--- config.mk ---
export PLATFORM = sky130hd
export DESIGN_NAME = bcd_time_of_day_clock_with_alarm_irq
export DESIGN_NICKNAME = d
export VERILOG_FILES = /design/src/tod_pkg.sv /design/src/tod_csr.sv /design/src/tod_core.sv /design/src/bcd_time_of_day_clock_with_alarm_irq.sv
export VERILOG_INCLUDE_DIRS = /design/src /design/src/src
export SDC_FILE = /design/constraint.sdc
export NUM_CORES = 1
export LEC_CHECK = 0
export ABC_CLOCK_PERIOD_IN_PS = 7080
export BUFFER_PORTS_ARGS = -buffer_cell sky130_fd_sc_hd__buf_2
export CORE_UTILIZATION = 30
export CTS_BUF_LIST = sky130_fd_sc_hd__clkbuf_4
export DETAILED_ROUTE_END_ITERATION = 8
export PLACE_DENSITY = 0.56
export RECOVER_POWER = 100
export SLEW_MARGIN = 15
export SYNTH_ARGS = -nofsm -noshare
export SYNTH_HDL_FRONTEND = slang
export SYNTH_SLANG_ARGS = --single-unit
export TNS_END_PERCENT = 5
--- constraint.sdc ---
create_clock -name clock -period 7.08 [get_ports clock]
set_input_delay 0.354 -clock clock [delete_from_list [all_inputs] [get_ports clock]]
set_output_delay 0.354 -clock clock [all_outputs]
set_load 0.1 [all_outputs]
--- src/assert_macros.svh ---
// Assertion macros used by the time-of-day clock RTL.
`ifndef ASSERT_MACROS_SVH
`define ASSERT_MACROS_SVH

// Same-cycle implication, disabled while reset is high.
`define TOD_ASSERT_SAME(label, clk, rst, ante, cons, msg) \
   label: assert property (@(posedge clk) disable iff (rst) (ante) |-> (cons)) \
      else $error(msg);

// Next-cycle implication, disabled while reset is high.
`define TOD_ASSERT_NEXT(label, clk, rst, ante, cons, msg) \
   label: assert property (@(posedge clk) disable iff (rst) (ante) |=> (cons)) \
      else $error(msg);

`endif

--- src/tod_pkg.sv ---
// Types, codes and helper functions of the time-of-day clock.
`timescale 1ns / 1ps
`default_nettype none

package tod_pkg;

   localparam int unsigned FLAG_COUNT = 5;
   localparam int unsigned ALARM_BIT  = 2;
   localparam int unsigned FLAG_BIT   = 4;

   localparam logic [FLAG_COUNT-1:0] ALARM_SOURCE = FLAG_COUNT'(1) << ALARM_BIT;
   localparam logic [FLAG_COUNT-1:0] FLAG_SOURCE  = FLAG_COUNT'(1) << FLAG_BIT;

   typedef enum logic [1:0] {
      CMD_TICK       = 2'd0,
      CMD_SET_TIME   = 2'd1,
      CMD_SET_ALARM  = 2'd2,
      CMD_PIN_SAMPLE = 2'd3
   } command_type;

   typedef enum logic {
      REG_ALARM_ENABLE   = 1'b0,
      REG_INTERRUPT_MASK = 1'b1
   } reg_index_type;

   typedef struct packed {
      command_type command;
      logic [4:0]  hour;
      logic [5:0]  minute;
      logic [5:0]  second;
      logic [3:0]  tenth;
      logic        pin_level;
   } item_type;

   typedef struct packed {
      logic [5:0]            hour_bcd;
      logic [6:0]            minute_bcd;
      logic [6:0]            second_bcd;
      logic [4:0]            tenth_bcd;
      logic [FLAG_COUNT-1:0] pending_flags;
      logic                  irq;
   } result_type;

   typedef struct packed {
      logic                  alarm_enable;
      logic [FLAG_COUNT-1:0] interrupt_mask;
   } cfg_type;

   // Binary 0..63 to two BCD digits; the tens digit is found by a short compare chain.
   function automatic logic [6:0] to_bcd(input logic [5:0] value);
      logic [2:0] tens;
      logic [5:0] ones;
      tens = 3'd0;
      for (int k = 1; k <= 6; k++) begin
         if (value >= 6'(k * 10)) begin
            tens = 3'(k);
         end
      end
      ones = value - 6'({3'd0, tens} * 6'd10);
      return {tens, ones[3:0]};
   endfunction

endpackage

`default_nettype wire

--- src/tod_csr.sv ---
// Configuration registers: alarm enable and interrupt mask.
`timescale 1ns / 1ps
`default_nettype none

module tod_csr (
   input  wire logic                          clock,
   input  wire logic                          reset,
   input  wire logic                          csr_valid,
   output logic                               csr_ready,
   input  wire logic                          csr_index,
   input  wire logic [tod_pkg::FLAG_COUNT-1:0] csr_data,
   output tod_pkg::cfg_type                   cfg
);
   import tod_pkg::*;

   cfg_type cfg_ff;
   cfg_type cfg_in;

   assign csr_ready = 1'b1;
   assign cfg       = cfg_ff;

   always_comb begin
      cfg_in = cfg_ff;
      if (csr_valid) begin
         unique case (reg_index_type'(csr_index))
            REG_ALARM_ENABLE:   cfg_in.alarm_enable   = csr_data[0];
            REG_INTERRUPT_MASK: cfg_in.interrupt_mask = csr_data;
            default:            cfg_in = cfg_ff;
         endcase
      end
   end

   always_ff @(posedge clock) begin
      if (reset) begin
         cfg_ff <= '0;
      end else begin
         cfg_ff <= cfg_in;
      end
   end

endmodule

`default_nettype wire

--- src/tod_core.sv ---
// Time, alarm and interrupt-flag state with the per-transaction update logic.
`timescale 1ns / 1ps
`default_nettype none
`include "assert_macros.svh"

module tod_core (
   input  wire logic        clock,
   input  wire logic        reset,
   input  wire logic        step,
   input  wire tod_pkg::item_type item,
   input  wire tod_pkg::cfg_type  cfg,
   output tod_pkg::result_type result
);
   import tod_pkg::*;

   logic [4:0] time_hours_ff, time_hours_in;
   logic [5:0] time_minutes_ff, time_minutes_in;
   logic [5:0] time_seconds_ff, time_seconds_in;
   logic [3:0] time_tenths_ff, time_tenths_in;
   logic [4:0] alarm_hours_ff, alarm_hours_in;
   logic [5:0] alarm_minutes_ff, alarm_minutes_in;
   logic [5:0] alarm_seconds_ff, alarm_seconds_in;
   logic [3:0] alarm_tenths_ff, alarm_tenths_in;
   logic [FLAG_COUNT-1:0] flags_ff, flags_in;
   logic prev_pin_ff, prev_pin_in;

   always_comb begin
      logic [4:0] inc_tenth;
      logic [6:0] inc_second;
      logic [6:0] inc_minute;
      logic [5:0] inc_hour;
      logic       alarm_match;
      logic [FLAG_COUNT-1:0] raise;
      logic [6:0] hour_digits;
      logic [6:0] minute_digits;
      logic [6:0] second_digits;
      logic [6:0] tenth_digits;

      time_hours_in    = time_hours_ff;
      time_minutes_in  = time_minutes_ff;
      time_seconds_in  = time_seconds_ff;
      time_tenths_in   = time_tenths_ff;
      alarm_hours_in   = alarm_hours_ff;
      alarm_minutes_in = alarm_minutes_ff;
      alarm_seconds_in = alarm_seconds_ff;
      alarm_tenths_in  = alarm_tenths_ff;
      prev_pin_in      = prev_pin_ff;
      raise            = '0;
      alarm_match      = 1'b0;

      inc_tenth  = {1'b0, time_tenths_ff} + 5'd1;
      inc_second = {1'b0, time_seconds_ff} + 7'd1;
      inc_minute = {1'b0, time_minutes_ff} + 7'd1;
      inc_hour   = {1'b0, time_hours_ff} + 6'd1;

      unique case (item.command)
         CMD_TICK: begin
            // A digit that carries out wraps to zero, even when it was set out of range.
            if (inc_tenth >= 5'd10) begin
               time_tenths_in = 4'd0;
               if (inc_second >= 7'd60) begin
                  time_seconds_in = 6'd0;
                  if (inc_minute >= 7'd60) begin
                     time_minutes_in = 6'd0;
                     time_hours_in   = (inc_hour >= 6'd24) ? 5'd0 : inc_hour[4:0];
                  end else begin
                     time_minutes_in = inc_minute[5:0];
                  end
               end else begin
                  time_seconds_in = inc_second[5:0];
               end
            end else begin
               time_tenths_in = inc_tenth[3:0];
            end
            alarm_match = (time_tenths_in == alarm_tenths_ff)
                       && (time_seconds_in == alarm_seconds_ff)
                       && (time_minutes_in == alarm_minutes_ff)
                       && (time_hours_in == alarm_hours_ff);
            if (cfg.alarm_enable && alarm_match) begin
               raise = ALARM_SOURCE;
            end
         end
         CMD_SET_TIME: begin
            time_hours_in   = item.hour;
            time_minutes_in = item.minute;
            time_seconds_in = item.second;
            time_tenths_in  = item.tenth;
         end
         CMD_SET_ALARM: begin
            alarm_hours_in   = item.hour;
            alarm_minutes_in = item.minute;
            alarm_seconds_in = item.second;
            alarm_tenths_in  = item.tenth;
         end
         CMD_PIN_SAMPLE: begin
            prev_pin_in = item.pin_level;
            if (prev_pin_ff && !item.pin_level) begin
               raise = FLAG_SOURCE;
            end
         end
         default: begin
            raise = '0;
         end
      endcase

      raise    = raise & cfg.interrupt_mask;
      flags_in = flags_ff | raise;

      hour_digits   = to_bcd({1'b0, time_hours_in});
      minute_digits = to_bcd(time_minutes_in);
      second_digits = to_bcd(time_seconds_in);
      tenth_digits  = to_bcd({2'b00, time_tenths_in});

      result.hour_bcd      = hour_digits[5:0];
      result.minute_bcd    = minute_digits;
      result.second_bcd    = second_digits;
      result.tenth_bcd     = tenth_digits[4:0];
      result.pending_flags = flags_in;
      result.irq           = |raise;
   end

   always_ff @(posedge clock) begin
      if (reset) begin
         time_hours_ff    <= '0;
         time_minutes_ff  <= '0;
         time_seconds_ff  <= '0;
         time_tenths_ff   <= '0;
         alarm_hours_ff   <= '0;
         alarm_minutes_ff <= '0;
         alarm_seconds_ff <= '0;
         alarm_tenths_ff  <= '0;
         flags_ff         <= '0;
         prev_pin_ff      <= 1'b1;
      end else if (step) begin
         time_hours_ff    <= time_hours_in;
         time_minutes_ff  <= time_minutes_in;
         time_seconds_ff  <= time_seconds_in;
         time_tenths_ff   <= time_tenths_in;
         alarm_hours_ff   <= alarm_hours_in;
         alarm_minutes_ff <= alarm_minutes_in;
         alarm_seconds_ff <= alarm_seconds_in;
         alarm_tenths_ff  <= alarm_tenths_in;
         flags_ff         <= flags_in;
         prev_pin_ff      <= prev_pin_in;
      end
   end

   `TOD_ASSERT_SAME(a_irq_has_flag, clock, reset, step && result.irq, result.pending_flags != '0, "irq without a pending flag")
   `TOD_ASSERT_NEXT(a_flags_sticky, clock, reset, 1'b1, (flags_ff & $past(flags_ff)) == $past(flags_ff), "pending flag cleared")
   `TOD_ASSERT_NEXT(a_tick_tenths, clock, reset, step && item.command == CMD_TICK, time_tenths_ff < 4'd10, "tenths out of range after tick")

endmodule

`default_nettype wire

--- src/bcd_time_of_day_clock_with_alarm_irq.sv ---
// Top level of the BCD time-of-day clock with alarm and flag-pin interrupts.
//
// Usage: each req transaction carries one command in req_tuser (tick, set time,
// set alarm, flag-pin sample) and the time fields or pin level in req_tdata.
// Every command yields exactly one rsp transaction with the time after the
// command in BCD, the latched interrupt flags, and irq in rsp_tuser when the
// command latched a masked-in source bit.
// The csr channel writes register 0 (alarm enable) and register 1 (interrupt
// mask); it is always ready and should be used only while the block is idle.
// An accepted req transaction waits in the input register while the tick carry
// chain, alarm compare and BCD conversion settle, and its result is then taken
// into the result register, which drives the rsp transaction. Throughput is one
// transaction per cycle when rsp_tready is held high. When the receiver stalls,
// the result register holds and one more transaction is taken into the input
// register before req_tready drops.
// Reset clears the time, alarm, flags and configuration and sets the sampled
// pin high; no transaction is in flight afterwards.
`timescale 1ns / 1ps
`default_nettype none

module bcd_time_of_day_clock_with_alarm_irq (
   input  wire logic        clock,
   input  wire logic        reset,
   input  wire logic        req_tvalid,
   output logic             req_tready,
   // [4:0] hour, [10:5] minute, [16:11] second, [20:17] tenth, [21] pin_level
   input  wire logic [23:0] req_tdata,
   // [1:0] command
   input  wire logic [1:0]  req_tuser,
   output logic             rsp_tvalid,
   input  wire logic        rsp_tready,
   // [5:0] hour_bcd, [12:6] minute_bcd, [19:13] second_bcd, [24:20] tenth_bcd,
   // [29:25] pending_flags
   output logic [31:0]      rsp_tdata,
   // [0] irq
   output logic             rsp_tuser,
   input  wire logic        csr_valid,
   output logic             csr_ready,
   input  wire logic        csr_index,
   input  wire logic [4:0]  csr_data
);
   import tod_pkg::*;

   item_type   in_item_ff, in_item_in;
   logic       in_valid_ff, in_valid_in;
   result_type out_result_ff, out_result_in;
   logic       out_valid_ff, out_valid_in;
   result_type core_result;
   cfg_type    cfg;
   logic       advance;
   logic       req_take;

   tod_csr u_csr (
      .clock     (clock),
      .reset     (reset),
      .csr_valid (csr_valid),
      .csr_ready (csr_ready),
      .csr_index (csr_index),
      .csr_data  (csr_data),
      .cfg       (cfg)
   );

   tod_core u_core (
      .clock  (clock),
      .reset  (reset),
      .step   (advance),
      .item   (in_item_ff),
      .cfg    (cfg),
      .result (core_result)
   );

   // The input register drains whenever the result register is empty or being emptied.
   assign advance    = in_valid_ff && (!out_valid_ff || rsp_tready);
   assign req_tready = !in_valid_ff || advance;
   assign req_take   = req_tvalid && req_tready;

   always_comb begin
      in_item_in.command   = command_type'(req_tuser);
      in_item_in.hour      = req_tdata[4:0];
      in_item_in.minute    = req_tdata[10:5];
      in_item_in.second    = req_tdata[16:11];
      in_item_in.tenth     = req_tdata[20:17];
      in_item_in.pin_level = req_tdata[21];

      priority if (req_take) begin
         in_valid_in = 1'b1;
      end else if (advance) begin
         in_valid_in = 1'b0;
      end else begin
         in_valid_in = in_valid_ff;
      end

      out_result_in = core_result;
      priority if (advance) begin
         out_valid_in = 1'b1;
      end else if (rsp_tready) begin
         out_valid_in = 1'b0;
      end else begin
         out_valid_in = out_valid_ff;
      end
   end

   always_ff @(posedge clock) begin
      if (reset) begin
         in_valid_ff  <= 1'b0;
         out_valid_ff <= 1'b0;
      end else begin
         in_valid_ff  <= in_valid_in;
         out_valid_ff <= out_valid_in;
      end
   end

   always_ff @(posedge clock) begin
      if (req_take) begin
         in_item_ff <= in_item_in;
      end
      if (advance) begin
         out_result_ff <= out_result_in;
      end
   end

   assign rsp_tvalid = out_valid_ff;
   assign rsp_tdata  = {2'b00,
                        out_result_ff.pending_flags,
                        out_result_ff.tenth_bcd,
                        out_result_ff.second_bcd,
                        out_result_ff.minute_bcd,
                        out_result_ff.hour_bcd};
   assign rsp_tuser  = out_result_ff.irq;

endmodule

`default_nettype wire

**Word level (Yosys, flattened, before mapping)**

Index checks and enable logic that the tools add are counted.

- $add $sub $neg: 8
- Multiply operators: 4
- Order comparisons: 24
- Equal/unequal tests: 7
- Multiplexer cells: 45
- Bitwise operators: 3
- Reductions and logical operators: 20

Operator list:

| operator | count |
|---|---|
| 6-bit 2-to-1 mux | 7 |
| 6-bit >= comparator, second input constant | 6 |
| 3-bit 2-to-1 mux | 11 |
| 6-bit by 5-bit >= comparator with 1-bit output, second input constant | 5 |
| 5-bit 2-to-1 mux | 6 |
| 6-bit one-hot mux with 2 select lines | 2 |
| 5-bit one-hot mux with 2 select lines | 2 |
| 5-bit by 6-bit >= comparator with 1-bit output, second input constant | 3 |
| 4-bit subtractor | 4 |
| 6-bit by 1-bit adder with 7-bit output, second input constant | 2 |
| 7-bit by 6-bit >= comparator with 1-bit output, second input constant | 2 |
| 6-bit equality test | 2 |
| 6-bit by 4-bit >= comparator with 1-bit output, second input constant | 2 |
| 3-bit by 3-bit multiplier with 3-bit output, second input constant | 4 |
| 2-bit 2-to-1 mux | 6 |
| 5-bit by 4-bit >= comparator with 1-bit output, second input constant | 2 |
| 5-bit >= comparator, second input constant | 2 |
| 1-bit 2-to-1 mux | 8 |
| 4-bit 2-to-1 mux | 2 |
| 4-bit one-hot mux with 2 select lines | 1 |
| 2-bit AND reduction | 4 |
| 1-bit logical AND | 7 |
| 5-bit by 1-bit adder with 6-bit output, second input constant | 1 |
| 4-bit by 6-bit >= comparator with 1-bit output, second input constant | 1 |
| 14 further kinds | 19 |

- Bits in registers: 111
- Input port bits: 37
- Output and inout port bits: 36
- Logic and storage cells: 137

**Longest topological paths before layout**

- Depth in word-level cells: 17
- Depth in mapped cells: 16

**Hierarchy**

A second synthesis with hierarchy kept.

- Cells, all modules: 714
- Area, all modules: 6462.4 µm²

Modules (own cells, without submodules):

| module | instances | cells each | area each (µm²) |
|---|---|---|---|
| tod_core | 1 | 617 | 4403.0 |
| bcd_time_of_day_clock_with_alarm_irq | 1 | 68 | 1774.2 |
| tod_csr | 1 | 29 | 285.3 |

**Worst setup path before layout**

No wires, ideal clock.

- Path kind: reg-to-reg
- Start: register u_core.time_minutes_ff[1]
- End: register out_result_ff (netlist bit rsp_tdata[3]) (data pin)
- Arrival time: 3.191 ns
- Required time: 6.822 ns
- Path slack: 3.631 ns
- Cell stages (with the launch flop): 15
- Clock period less this slack: 3.449 ns
- Path through: dfxtp_1 ha_1 clkbuf_1 nand2_1 a31oi_4 and3_1 buf_2 nor3b_1 nor2_1 a21oi_2 maj3_1 o21ai_0 ha_1 fa_1 xor2_1

RTL lines:

| element | line | RTL |
|---|---|---|
| from (decl) | tod_core.sv:17 | `logic [5:0] time_minutes_ff, time_minutes_in;` |
| from (signal assigned) | tod_core.sv:136 | `time_minutes_ff <= time_minutes_in;` |
| to (signal assigned) | bcd_time_of_day_clock_with_alarm_irq.sv:118 | `out_result_ff <= out_result_in;` |
| to (decl) | bcd_time_of_day_clock_with_alarm_irq.sv:46 | `result_type out_result_ff, out_result_in;` |

==> flow_summary.json <==
{
  "hold_depth": 1,
  "track_usage": 0.1534,
  "worst_r2r_path_depth": 13,
  "hold_class": "in -> reg",
  "drv_slew": 51,
  "syn_to_final_growth_pct": 11.60,
  "setup_tns_ps": 0,
  "antenna_found_initial": 1,
  "cts-root-buf": "clkbuf_4",
  "synth-seq-area-share": 0.4326,
  "status": "complete, but fails checks",
  "path_buf_inv": 0,
  "fp.coreArea_mm2": 0.01940,
  "synth_ff_type": "edfxtp_1",
  "async_flop_share": 0,
  "first_pass_iters": 8,
  "cts.sinks": 102,
  "hold_viol": 0,
  "clockBufferDepth": 2,
  "slew_headroom": -0.5979,
  "crit_type": "reg -> reg",
  "max_stage_delay_ps": 1060,
  "cp_slowest_cell": "a22oi_1",
  "die_x_um": 142.5,
  "synthCells": 646,
  "synth-edff-count": 52,
  "numCtsBuffers": 9,
  "path_depth": 13,
  "fin_worst_skew_ps": 23.41,
  "cp-start-kind": "flip-flop",
  "clock.fmax_ghz": 0.1955,
  "stdcell_count": 967,
  "placedCellCount": 934,
  "dpl.hpwl_um": 10100,
  "synth_seq_cells": 102,
  "start_util": 0.3053,
  "drv_cap": 1,
  "io_pins": 73,
  "wl_um": 14880,
  "rsz0062_at_grt": "no",
  "cp.required_ps": 7320,
  "num_vias": 4926,
  "cp_max_fo": 15,
  "gp_congestion": 0.8671,
  "cpLargestDelayFamily": "compound AO/OA/AOI/OAI gates",
  "grt_pass1_vias": 4620,
  "path_clk_slew_ps": 150,
  "grt_pass1_wl_um": 24360,
  "cts_tree": "done",
  "clkLatencyLatePin_ps": 490,
  "grt_max_degree": 73,
  "dieArea_mm2": 0.02031,
  "nFillCells": 2063,
  "path_cells": "ha_1, and3_1, nand3_1, a22oi_1, and3_1, nor3b_1, nor2_1, a21oi_1, maj3_1, o21ai_0, ha_1, fa_1, xor2_1",
  "finalNetCount": 751,
  "finalCritPeriodShare": 0.7224,
  "vdd_drop_max_mv": 0.08212,
  "violations": "capacitance limit, slew limit",
  "dieHeight_um": 142.5,
  "period_needed_ps": 5115,
  "end_kind": "flip-flop",
  "yosys_warnings": 0,
  "first_iter_violations": 498,
  "wl_per_cell_um": 15.39,
  "clock_tree.htree_level_count": 3,
  "via_per_inst": 5.094,
  "p_leak_nw": 2.304,
  "grt-ovfl-total": 0,
  "avgSynthCellArea_um2": 9.169,
  "io_buffers": 62,
  "antenna_left": 0,
  "drive_gt1_frac": 0.09272,
  "arrival_ps": 5360,
  "fp-row-count": 51,
  "cellPowerDensity_mw_per_mm2": 198.1,
  "max_slew.worst_pin.slew_ps": 2397,
  "synth.cell_area_mm2": 0.005923,
  "setup_viol": 0,
  "synth_cell_types": 83,
  "drcViolationCount": 0
}
==> Yosys cell counts, types with 3 or more instances <==
cell / n / share of area
fa_1: 3 / 0.010
xnor2_1: 11 / 0.016
a22oi_1: 6 / 0.0076
a21oi_1: 53 / 0.045
nor3_2: 3 / 0.0051
buf_4: 7 / 0.0089
o211ai_1: 3 / 0.0038
xor2_1: 9 / 0.013
o21ai_0: 12 / 0.010
nor2_1: 50 / 0.032
dfxtp_1: 50 / 0.17
o21a_1: 4 / 0.0051
a2111oi_0: 3 / 0.0044
nand3b_1: 6 / 0.0076
nand2b_1: 9 / 0.0095
clkbuf_1: 30 / 0.019
nand3_1: 22 / 0.019
nor2b_1: 13 / 0.014
a31oi_1: 8 / 0.0084
inv_1: 22 / 0.014
edfxtp_1: 52 / 0.26
or4_1: 3 / 0.0038
a21o_1: 4 / 0.0051
buf_2: 10 / 0.0084
nor3_1: 16 / 0.014
nand2_1: 86 / 0.054
nor4_1: 5 / 0.0053
nand4_1: 9 / 0.0095
or3_1: 3 / 0.0032
mux2i_1: 10 / 0.017
a22o_1: 6 / 0.0089
and3_1: 7 / 0.0074
o221ai_1: 4 / 0.0059
nor3b_1: 4 / 0.0051
a211oi_1: 17 / 0.022
ha_1: 15 / 0.032
a222oi_1: 4 / 0.0068
and2_1: 4 / 0.0042
a21boi_0: 3 / 0.0038
==> layout by cell type (no fill, tap or decap), drive strengths merged, types with 9 or more instances in the layout <==
cell type     n
nand2        87
a21oi        54
edfxtp       52
nor2         50
dfxtp        50
clkbuf       45
buf          35
nand3        23
inv          22
nor3         19
a211oi       19
dlygate4sd3  16
ha           15
o21ai        14
nor2b        13
xnor2        11
mux2i        10
nand2b        9
nand4         9
xor2          9
a31oi         9
==> cell families (layout without fill, tap and decap cells) <==
| logic type | count (synthesis) | after routing | share of synthesized area |
|---|---|---|---|
| AO/OA/AOI/OAI | 167 | 167 | 0.2062 |
| XOR/XNOR | 20 | 20 | 0.02957 |
| adder cells (fa/ha/maj) | 20 | 20 | 0.04521 |
| buffers and inverters | 73 | 124 | 0.05534 |
| flip-flops | 102 | 102 | 0.4326 |
| multiplexers | 12 | 12 | 0.02070 |
| other | 2 | 7 | 0.001268 |
| AND/OR/NAND/NOR | 250 | 250 | 0.2091 |
==> stage by stage <==
| step | area [um^2] | worst slack (ps) | utilization | total power [mW] | hold WS [ps] |
|---|---|---|---|---|---|
| after floorplan | 5938 | 3632 | - | 0.9489 | 428.0 |
| after global placement | 6399 | 2767 | 0.3299 | 1.010 | 440.3 |
| after detailed placement | 6399 | 2706 | 0.3299 | 1.013 | 451.2 |
| after CTS | 6694 | 2696 | 0.3451 | 1.336 | 0.3418 |
| after global routing | 6610 | 1579 | 0.3408 | 1.378 | 9.584 |
| final | 6610 | 1965 | 0.3408 | 1.310 | 46.30 |
==> sequential cells by signal, summed over array words and instances, names as in the netlist, 5 cells and up <==
register / cells
in_item_ff: 24
u_core.time_seconds_ff: 6
u_core.time_hours_ff: 5
u_core.time_minutes_ff: 6
rsp_tdata: 27
u_core.alarm_minutes_ff: 6
u_core.alarm_hours_ff: 5
u_core.alarm_seconds_ff: 6
==> worst paths after layout <==
| check | from | end | slack, ps |
|---|---|---|---|
| min | req_tdata[12] | in_item_ff[6] | 50 |
| max reg2reg | u_core.time_seconds_ff[0] | rsp_tdata[3] | 1970 |
| min reg2reg | u_csr.cfg[2] | u_csr.cfg[2] | 480 |
| max | u_core.time_seconds_ff[0] | rsp_tdata[3] | 1970 |
==> cell type report <==
cell class / count / area, um^2 / area share
Multi-Input combinational cell: 475 / 3019 / 0.4567
Sequential cell: 102 / 2562 / 0.3877
Inverter: 23 / 86.33 / 0.01306
Clock inverter: 5 / 52.55 / 0.007950
Antenna cell: 1 / 2.502 / 0.0003786
Clock buffer: 11 / 82.58 / 0.01249
Timing Repair Buffer: 85 / 473.0 / 0.07155
Tap cell: 265 / 331.6 / 0.05016
==> where the power goes <==
| group | switching (mW) | internal (mW) |
|---|---|---|
| clock network | 0.196 | 0.114 |
| logic | 0.222 | 0.0833 |
| registers | 0.0321 | 0.662 |
| total | 0.450 | 0.860 |
==> metal layers <==
metal | track usage | vias up | share of wire
met5 | 0 | - | 0
met4 | 0.05207 | 0 | 0.015
met3 | 0.03062 | 16 | 0.052
met2 | 0.2394 | 126 | 0.45
met1 | 0.2101 | 2310 | 0.49
li1 | - | 2474 | -
==> repair_timing <==
action / in CTS / in global routing
endpoints found under the hold margin: 16 / 0
setup buffers: 0 / 0
resized for setup: 0 / 0
hold buffers: 16 / 0
Note: power is estimated with default switching activity, not from simulation.
